**src/rtl/blowfish_key1_cipher_unit_defines.svh**
```systemverilog
// Assertion macros shared by the cipher unit RTL.
// Depends on nothing; users must have clk and rst_n in scope.
`ifndef BLOWFISH_KEY1_CIPHER_UNIT_DEFINES_SVH
`define BLOWFISH_KEY1_CIPHER_UNIT_DEFINES_SVH

// Same-cycle implication, disabled while reset is asserted.
`define BFK_ASSERT_NOW(lbl, ante, cons, msg) \
  lbl: assert property (@(posedge clk) disable iff (!rst_n) (ante) |-> (cons)) else $error(msg);

// Next-cycle implication, disabled while reset is asserted.
`define BFK_ASSERT_NEXT(lbl, ante, cons, msg) \
  lbl: assert property (@(posedge clk) disable iff (!rst_n) (ante) |=> (cons)) else $error(msg);

`endif

```
**src/rtl/bfk_pkg.sv**
```systemverilog
// Package of the cipher unit: key table layout, beat types and engine links.
// Depends on nothing.
`default_nettype none
package bfk_pkg;
  localparam int unsigned KEY_WORDS = 1042;
  localparam int unsigned AW = 11;

  localparam logic [AW-1:0] S0_BASE   = 11'h012;
  localparam logic [AW-1:0] S1_BASE   = 11'h112;
  localparam logic [AW-1:0] S2_BASE   = 11'h212;
  localparam logic [AW-1:0] S3_BASE   = 11'h312;
  localparam logic [AW-1:0] LAST_PAIR = 11'h410;
  localparam logic [4:0]    P_LAST    = 5'h11;
  localparam logic [4:0]    P_FIN     = 5'h10;

  localparam logic [1:0] OP_LOAD = 2'd0;
  localparam logic [1:0] OP_INIT = 2'd1;
  localparam logic [1:0] OP_ENC  = 2'd2;
  localparam logic [1:0] OP_DEC  = 2'd3;

  localparam logic CFG_GAME_CODE = 1'b0;
  localparam logic CFG_MODULO    = 1'b1;

  typedef struct packed {
    logic [1:0]  op;
    logic [10:0] table_index;
    logic [31:0] table_word;
    logic [63:0] block_in;
    logic [1:0]  key_level;
  } in_beat_t;

  typedef struct packed {
    logic [63:0] block_out;
    logic        key_ready;
  } out_beat_t;

  typedef struct packed {
    logic        start;
    logic        dec;
    logic [63:0] block;
  } eng_cmd_t;

  typedef struct packed {
    logic        done;
    logic [63:0] result;
  } eng_stat_t;
endpackage
`default_nettype wire

```
**src/rtl/bfk_feistel.sv**
```systemverilog
// Round engine: runs 16 Feistel rounds reading P and S-box words one per cycle.
// Depends on bfk_pkg; reads the working key RAM through rd_addr / rd_data.
`default_nettype none
module bfk_feistel (
  input  wire                  clk,
  input  wire                  rst_n,
  input  bfk_pkg::eng_cmd_t    cmd,
  input  wire  [31:0]          rd_data,
  output logic [bfk_pkg::AW-1:0] rd_addr,
  output bfk_pkg::eng_stat_t   stat
);
  import bfk_pkg::*;

  typedef enum logic [8:0] {
    EP_IDLE  = 9'b000000001,
    EP_PADDR = 9'b000000010,
    EP_S0    = 9'b000000100,
    EP_S1    = 9'b000001000,
    EP_S2    = 9'b000010000,
    EP_S3    = 9'b000100000,
    EP_MIX   = 9'b001000000,
    EP_FIN1  = 9'b010000000,
    EP_FIN2  = 9'b100000000
  } eph_t;

  eph_t        ph_r, ph_nxt;
  logic [3:0]  rnd_r, rnd_nxt;
  logic        dec_r, dec_nxt;
  logic [31:0] x_r, x_nxt, y_r, y_nxt, z_r, z_nxt, acc_r, acc_nxt, xo_r, xo_nxt;
  logic        done_r, done_nxt;
  logic [63:0] res_r, res_nxt;
  logic [31:0] z_now;

  function automatic logic [AW-1:0] p_addr(input logic dec, input logic [3:0] rnd);
    logic [4:0] idx;
    idx = dec ? (P_LAST - {1'b0, rnd}) : {1'b0, rnd};
    return {{(AW-5){1'b0}}, idx};
  endfunction

  assign z_now = rd_data ^ x_r;

  always_comb begin
    ph_nxt = ph_r; rnd_nxt = rnd_r; dec_nxt = dec_r;
    x_nxt = x_r; y_nxt = y_r; z_nxt = z_r; acc_nxt = acc_r; xo_nxt = xo_r;
    done_nxt = 1'b0; res_nxt = res_r;
    rd_addr = p_addr(dec_r, rnd_r);
    unique case (ph_r)
      EP_IDLE: begin
        if (cmd.start) begin
          dec_nxt = cmd.dec;
          x_nxt = cmd.block[63:32];
          y_nxt = cmd.block[31:0];
          rnd_nxt = 4'd0;
          ph_nxt = EP_PADDR;
        end
      end
      EP_PADDR: begin
        ph_nxt = EP_S0;
      end
      EP_S0: begin
        z_nxt = z_now;
        rd_addr = S0_BASE + {3'b0, z_now[31:24]};
        ph_nxt = EP_S1;
      end
      EP_S1: begin
        acc_nxt = rd_data;
        rd_addr = S1_BASE + {3'b0, z_r[23:16]};
        ph_nxt = EP_S2;
      end
      EP_S2: begin
        acc_nxt = acc_r + rd_data;
        rd_addr = S2_BASE + {3'b0, z_r[15:8]};
        ph_nxt = EP_S3;
      end
      EP_S3: begin
        acc_nxt = acc_r ^ rd_data;
        rd_addr = S3_BASE + {3'b0, z_r[7:0]};
        ph_nxt = EP_MIX;
      end
      EP_MIX: begin
        x_nxt = (acc_r + rd_data) ^ y_r;
        y_nxt = z_r;
        if (rnd_r == 4'd15) begin
          rd_addr = dec_r ? {{(AW-1){1'b0}}, 1'b1} : {{(AW-5){1'b0}}, P_FIN};
          ph_nxt = EP_FIN1;
        end else begin
          rnd_nxt = rnd_r + 4'd1;
          rd_addr = p_addr(dec_r, rnd_r + 4'd1);
          ph_nxt = EP_S0;
        end
      end
      EP_FIN1: begin
        xo_nxt = x_r ^ rd_data;
        rd_addr = dec_r ? '0 : {{(AW-5){1'b0}}, P_LAST};
        ph_nxt = EP_FIN2;
      end
      EP_FIN2: begin
        res_nxt = {y_r ^ rd_data, xo_r};
        done_nxt = 1'b1;
        ph_nxt = EP_IDLE;
      end
      default: ph_nxt = EP_IDLE;
    endcase
  end

  always_ff @(posedge clk) begin
    if (!rst_n) begin
      ph_r <= EP_IDLE;
      done_r <= 1'b0;
    end else begin
      ph_r <= ph_nxt;
      done_r <= done_nxt;
    end
    rnd_r <= rnd_nxt; dec_r <= dec_nxt;
    x_r <= x_nxt; y_r <= y_nxt; z_r <= z_nxt; acc_r <= acc_nxt; xo_r <= xo_nxt;
    res_r <= res_nxt;
  end

  assign stat.done = done_r;
  assign stat.result = res_r;
endmodule
`default_nettype wire

```
**config.mk**
```make
export PLATFORM = sky130hd
export DESIGN_NAME = bfk_feistel
export DESIGN_NICKNAME = d
export VERILOG_FILES = /design/src/rtl/blowfish_key1_cipher_unit_defines.svh /design/src/rtl/bfk_pkg.sv /design/src/rtl/bfk_feistel.sv
export SDC_FILE = /design/constraint.sdc
export NUM_CORES = 1
export LEC_CHECK = 0
export ABC_CLOCK_PERIOD_IN_PS = 6000
export BUFFER_PORTS_ARGS = -buffer_cell sky130_fd_sc_hd__buf_2
export CAP_MARGIN = 40
export CORE_MARGIN = 3
export CORE_UTILIZATION = 58
export DETAILED_ROUTE_END_ITERATION = 7
export GPL_ROUTABILITY_DRIVEN = 1
export HOLD_SLACK_MARGIN = 0.05
export PLACE_DENSITY = 0.9
export SYNTH_ARGS = -nofsm -noshare
export SYNTH_HDL_FRONTEND = slang
export SYNTH_SLANG_ARGS = --single-unit
```
**constraint.sdc**
```tcl
create_clock -name clk -period 6 [get_ports clk]
set_clock_uncertainty 0.05 [all_clocks]
set_input_delay 0.9 -clock clk [delete_from_list [all_inputs] [get_ports clk]]
set_output_delay 0.9 -clock clk [all_outputs]
set_load 0.05 [all_outputs]
```
==> metrics, run 1 <==
clock sinks 239; RSZ-0062 raised after global routing false; Via Count 9,063; most frequent cell after synthesis edfxtp_1; number of global-route vias before repair 9,414; CTS max path bufs 3; Die ar. 23,110 µm²; CP startpoint kind flip-flop; Pins Over Slew Limit 0; Slew HR 37.13%; Achievable Freq 214.1 MHz; antenna-violating nets left 0; Detailed Place HPWL 22.78 mm; Post-synth ARST share 0%; CP arrival 3.72 ns; CP Cell Sequence nor2_1 > nand3b_1 > nor3_1 > nand2_2 > o311ai_0 > a41o_1 > buf_2; area of the multi-input gates 5022 µm²; Mapped Avg Cell Area 12.32 µm²; Worst-Margin Slew 0.9397 ns; CTS tree yes; Synth Instances 1,004; Synth top area share 55.62%; WP buf/inv 1; Initial Util 60.14%; DR iter-0 viols 952; H-tree Lvls 1; Design Power 3.906 mW; first-pass GRT wire length 51.73 mm; yosys warns 0; PostCTS Resize Cnt 0; CP Data Required Time 5.05 ns; DR WL/cell 22.82 µm; Ports 176; detailed-route wire length 33.21 mm; syn nets 1,144; Largest delay share family, worst path simple AND/OR/NAND/NOR gates; dominant cells by area after synthesis edfxtp_1 (56%), xor2_1 (5.9%), xnor2_1 (4.9%); IO buf count 175; Syn Std Cell Area 12,360 µm²; Storage cell area 7077 µm²; status finished, final reports clean; Pleak 5.566 nW; Skew-Pair Late Insertion Delay 0.52 ns; number of flops mapped to enable cells by yosys 229; Placement Setup Slack 1.901 ns; largest net degree at the start of global routing 48; CP peak stage delay 0.82 ns; Fill cells 1,441; setup ws final 1.329 ns; total gr overflow 0; HP Class flip-flop to flip-flop; Yosys reg bits 239; endpoint type of the worst setup path output pin; drt pass-1 iters 6; Die Span Y 152.0 µm; Primary FF master, synth edfxtp_1; maximum fanout along the worst path 44; Layout Nets 1,307; Power Density 272.1 nW/µm²; Std-Cell Rows 52; slowest CP cell o311ai_0; Synth area leader edfxtp_1; Post-Place Cells 1,410; Tmin final 4.671 ns; Netlist cell types 71; ant diodes 0; clk root buf clkbuf_16; Vias/cell 6.229; Die Width 152.0 µm; Syn-to-layout area delta 16.08%; layout cells sized above 1 23.46%; Final Setup Violations 0; hold buffers post-CTS 0; Worst IR Drop VDD 0.2030 mV; Post-CTS Setup Inserts 0; post-route non-filler standard cell count 1,455; area of the core 20,560 µm²; initial antenna violation count 0; DRC violations left 0; Fin Hold WS 0.3685 ns; Num CTS Buffers 25; final hold vios 0; Seq/Total Area, Yosys 57.24%; Clock transition at path regs 0.06 ns; routability cong. 0.9288; Post-Route Setup TNS 0 ns; Final Cycle Share 77.85%; CP Class flip-flop to output pin; total of max-cap violations 0; Post-synth top cells edfxtp_1 (229), nand2_1 (96), xor2_1 (83); gr usage total 27.87%
[placed cells by master, fill, tap and decap left out, types with 9 or more instances in the layout]
cell type	instances
buf_4	9
buf_2	175
a21oi_1	40
nand2_1	94
inv_1	17
nor2b_1	11
o211ai_1	10
o21ai_0	59
mux2_2	34
nor3b_1	13
nand3_1	11
edfxtp_1	229
nor3_1	22
xnor2_1	69
a221o_1	25
clkbuf_16	25
nor2_1	44
a21o_1	17
dfxtp_1	10
o21ai_1	18
ha_1	39
xor2_1	83
[logic make-up (layout without fill, tap and decap cells)]
group	after synthesis	after routing	share of synthesized area (%)
flip-flops	239	239	57.24
XOR/XNOR	153	153	10.96
AND/OR/NAND/NOR	232	232	8.784
AO/OA/AOI/OAI	236	236	13.39
buffers and inverters	68	249	2.257
adder cells (fa/ha/maj)	40	40	4.109
multiplexers	36	36	3.269
[power by group]
part / internal, mW / switching, mW / leakage [nW] / total [mW]
combinational: 0.162 / 0.239 / 2.98 / 0.402
sequential: 1.89 / 0.0313 / 2.18 / 1.92
clock: 0.942 / 0.644 / 0.410 / 1.59
total: 2.99 / 0.914 / 5.57 / 3.91
[metrics by stage]
step | instance area, µm² | utilization [%]
global placement | 13440 | 65.39
global route | 14350 | 69.81
CTS | 14350 | 69.81
finish | 14350 | 69.81
detailed placement | 13510 | 65.73
floorplan | 12360 | -
[state kept, by name (all words and copies together), names as in the netlist]
signal,count
res_r,64
rnd_r,4
dec_r,1
acc_r,32
ph_r,9
x_r,32
done_r,1
z_r,32
y_r,32
xo_r,32
[per-layer routing]
layer,track usage [%],share of wire (%)
met3,4.920,8.3
met1,36.50,39
met2,46.95,50
met4,10.32,3.3
met5,0,0
[worst paths after layout]
check	startpoint	endpoint	slack (ns)	cells past startpoint
worst max-delay path	ph_r[0]$_SDFFE_PN1P_	rd_addr[8]	1.33	7
worst min-delay path	xo_r[13]$_DFFE_PN_	res_r[13]$_DFFE_PP_	0.37	0
worst max register to register	acc_r[0]$_DFFE_PP_	x_r[24]$_DFFE_PP_	2.45	10
worst min register to register	xo_r[13]$_DFFE_PN_	res_r[13]$_DFFE_PP_	0.37	0
[final cells by class]
cell class | instances | area share, %
Clock inverter | 13 | 1.020
Sequential cell | 239 | 49.31
Timing Repair Buffer | 187 | 7.061
Clock buffer | 32 | 4.821
Multi-Input combinational cell | 697 | 34.99
Inverter | 17 | 0.4446
Tap cell | 270 | 2.354
(Power assumes the default switching activity.)
==> inputs of run 2 (changes only) <==
--- a/config.mk
+++ b/config.mk
@@ -5,7 +5,8 @@
 export SDC_FILE = /design/constraint.sdc
 export NUM_CORES = 1
 export LEC_CHECK = 0
-export ABC_CLOCK_PERIOD_IN_PS = 6000
+export ABC_AREA = 1
+export ABC_CLOCK_PERIOD_IN_PS = 4550
 export BUFFER_PORTS_ARGS = -buffer_cell sky130_fd_sc_hd__buf_2
 export CAP_MARGIN = 40
 export CORE_MARGIN = 3
@@ -13,7 +14,7 @@
 export DETAILED_ROUTE_END_ITERATION = 7
 export GPL_ROUTABILITY_DRIVEN = 1
 export HOLD_SLACK_MARGIN = 0.05
-export PLACE_DENSITY = 0.9
+export PLACE_DENSITY = 0.89
 export SYNTH_ARGS = -nofsm -noshare
 export SYNTH_HDL_FRONTEND = slang
 export SYNTH_SLANG_ARGS = --single-unit
==> constraint.sdc (replaced) <==
create_clock -name clk -period 4.55 [get_ports clk]
set_clock_uncertainty 0.05 [all_clocks]
set_input_delay 0.6825 -clock clk [delete_from_list [all_inputs] [get_ports clk]]
set_output_delay 0.6825 -clock clk [all_outputs]
set_load 0.05 [all_outputs]
==> run 2 against run 1 <==
  * Cell area rose by 5.4%
  * Sequential share of layout area fell by 2.5 points
  * Via count rose by 19%
  * Worst setup slack got worse by 0.35 ns
  * Clock power rose by 35%
  * Critical path depth rose by 2
  * Wire length rose by 12%
  * Sequential power rose by 53%
==> metrics, run 2 <==
gr usage total 30.43%; antenna-violating nets left 0; setup ws final 0.9793 ns; DRC violations left 0; Most flops, register res_r; HP Class primary input to flip-flop; Primary FF master, synth edfxtp_1; Die Span Y 156.1 µm; slowest CP cell buf_4; Ports 176; drt pass-1 iters 6; Clock transition at path regs 0.06 ns; Hold Crit Depth 1; H-tree Lvls 1; CP Class flip-flop to output pin; Synth Instances 1,417; Synth top area share 52.61%; IO buf count 175; Seq/Total Area, Yosys 54.14%; detailed-route wire length 37.23 mm; Layout Nets 1,744; total of max-cap violations 0; Mapped Avg Cell Area 9.225 µm²; routability cong. 0.9622; clock sinks 239; most frequent cell after synthesis nand2_1; Worst IR Drop VDD 0.4823 mV; CP Data Required Time 3.82 ns; WP buf/inv 4; CP peak stage delay 0.38 ns; Die Width 156.1 µm; Std-Cell Rows 54; maximum fanout along the worst path 28; Pleak 6.991 nW; yosys warns 0; Synth area leader edfxtp_1; commonest non-fill, non-tap cells in the layout nand2_1 (458), edfxtp_1 (229), inv_1 (179), buf_2 (175), nand3_1 (120); ant diodes 0; Achievable Freq 280.1 MHz; number of global-route vias before repair 10,754; Critical Path Stages 9; Power Density 418.0 nW/µm²; layout cells sized above 1 16.45%; Final Setup Violations 0; PostCTS Resize Cnt 0; Tmin final 3.571 ns; Num CTS Buffers 25; most common cell after layout, fill and taps aside nand2_1; hold buffers post-CTS 0; Post-synth top cells nand2_1 (458), edfxtp_1 (229), inv_1 (179); CP Launch Point ph_r[6]$_SDFFE_PN0P_; RSZ-0062 raised after global routing false; Vias/cell 5.686; Post-synth ARST share 0%; Reg2Reg Launch Point ph_r[0]$_SDFFE_PN1P_; initial antenna violation count 1; Pins Over Slew Limit 0; final hold vios 0; Worst-Margin Slew 0.8152 ns; CP startpoint kind flip-flop; dominant cells by area after synthesis edfxtp_1 (53%), nand2_1 (13%), xor2_1 (5.5%); CP Cell Sequence inv_1 > nand2_1 > nor3_1 > nand2_2 > inv_2 > buf_4 > a32oi_1 > o2111ai_1 > buf_2; CTS tree yes; Die ar. 24,370 µm²; worst hold start cmd[64]; area of the core 21,960 µm²; Detailed Place HPWL 26.94 mm; Fill cells 1,645; number of flops mapped to enable cells by yosys 229; clk root buf clkbuf_16; Syn-to-layout area delta 15.77%; Netlist cell types 53; Final Cycle Share 78.48%; DR iter-0 viols 1,233; endpoint type of the worst setup path output pin; Initial Util 59.53%; Slew HR 45.65%; CP arrival 2.84 ns; Post-Route Setup TNS 0 ns; first-pass GRT wire length 57.54 mm; total gr overflow 0; number of flip-flops in the largest register 64; Reg2Reg Depth 9; CTS max path bufs 3; status finished, final reports clean; Post-CTS Setup Inserts 0; Largest delay share family, worst path buffers and inverters; Syn Std Cell Area 13,070 µm²; Placement Setup Slack 1.377 ns; Skew-Pair Late Insertion Delay 0.54 ns; Via Count 10,820; syn nets 1,557; DR WL/cell 19.56 µm; largest net degree at the start of global routing 73; Yosys reg bits 239
run 2: changes by cell type after synthesis, moves of 33 or more:
cell      before  now
o21ai_0       59   18
nand2_1       96  458
clkbuf_1      41    1
mux2_2        34    1
xnor2_1       69   18
inv_1         17  179
nand3_1       11  120
run 2: worst paths after layout:
kind	slack, ns	endpoint
setup / recovery	0.98	rd_addr[8]
hold / removal	0.27	dec_r$_DFFE_PP_
setup reg to reg	1.58	acc_r[23]$_DFFE_PP_
hold reg to reg	0.36	res_r[0]$_DFFE_PP_
run 2: layout make-up:
type | instances | area (µm²) | area share (%)
sequential | 239 | 7077 | 46.77
timing repair buffer | 187 | 985.9 | 6.516
multi-input combinational | 962 | 5152 | 34.05
tap | 280 | 350.3 | 2.315
clock buffer | 32 | 661.9 | 4.374
inverter | 189 | 711.9 | 4.705
clock inverter | 14 | 192.7 | 1.273
run 2: where the power goes:
group	total, mW	internal [mW]	switching (mW)
Sequential	2.93	2.77	0.160
Clock	2.15	1.27	0.886
Combinational	1.25	0.383	0.862
run 2: stage by stage:
step	std cells	hold slack, ns	power, mW	cell area, µm²	utilization [%]
final	1903	0.2735	6.325	15130	68.91
after global routing	1903	0.2698	6.557	15130	68.91
after CTS	1903	0.2592	6.319	15130	68.91
after detailed placement	1857	0.3545	4.180	14280	65.02
after global placement	1856	0.3507	4.125	14260	64.95
after floorplan	1417	0.3503	3.772	13080	-
run 2: layer usage:
metal | track usage [%] | wire, µm | part of all wire, % | vias to the layer above
met3 | 5.603 | 3637 | 9.8 | 111
met5 | 0 | 13 | 0.035 | -
met4 | 11.09 | 1381 | 3.7 | 2
met2 | 48.60 | 16870 | 45 | 597
li1 | - | - | - | 5077
met1 | 42.09 | 15320 | 41 | 5033
run 2: logic make-up after synthesis:
logic type      share of synthesized area [%]
buf+inv                                 6.653
simple gates                            22.71
mux                                   0.08614
flops                                   54.14
xor+xnor                                6.825
compound gates                          5.696
fa+ha+maj                               3.886
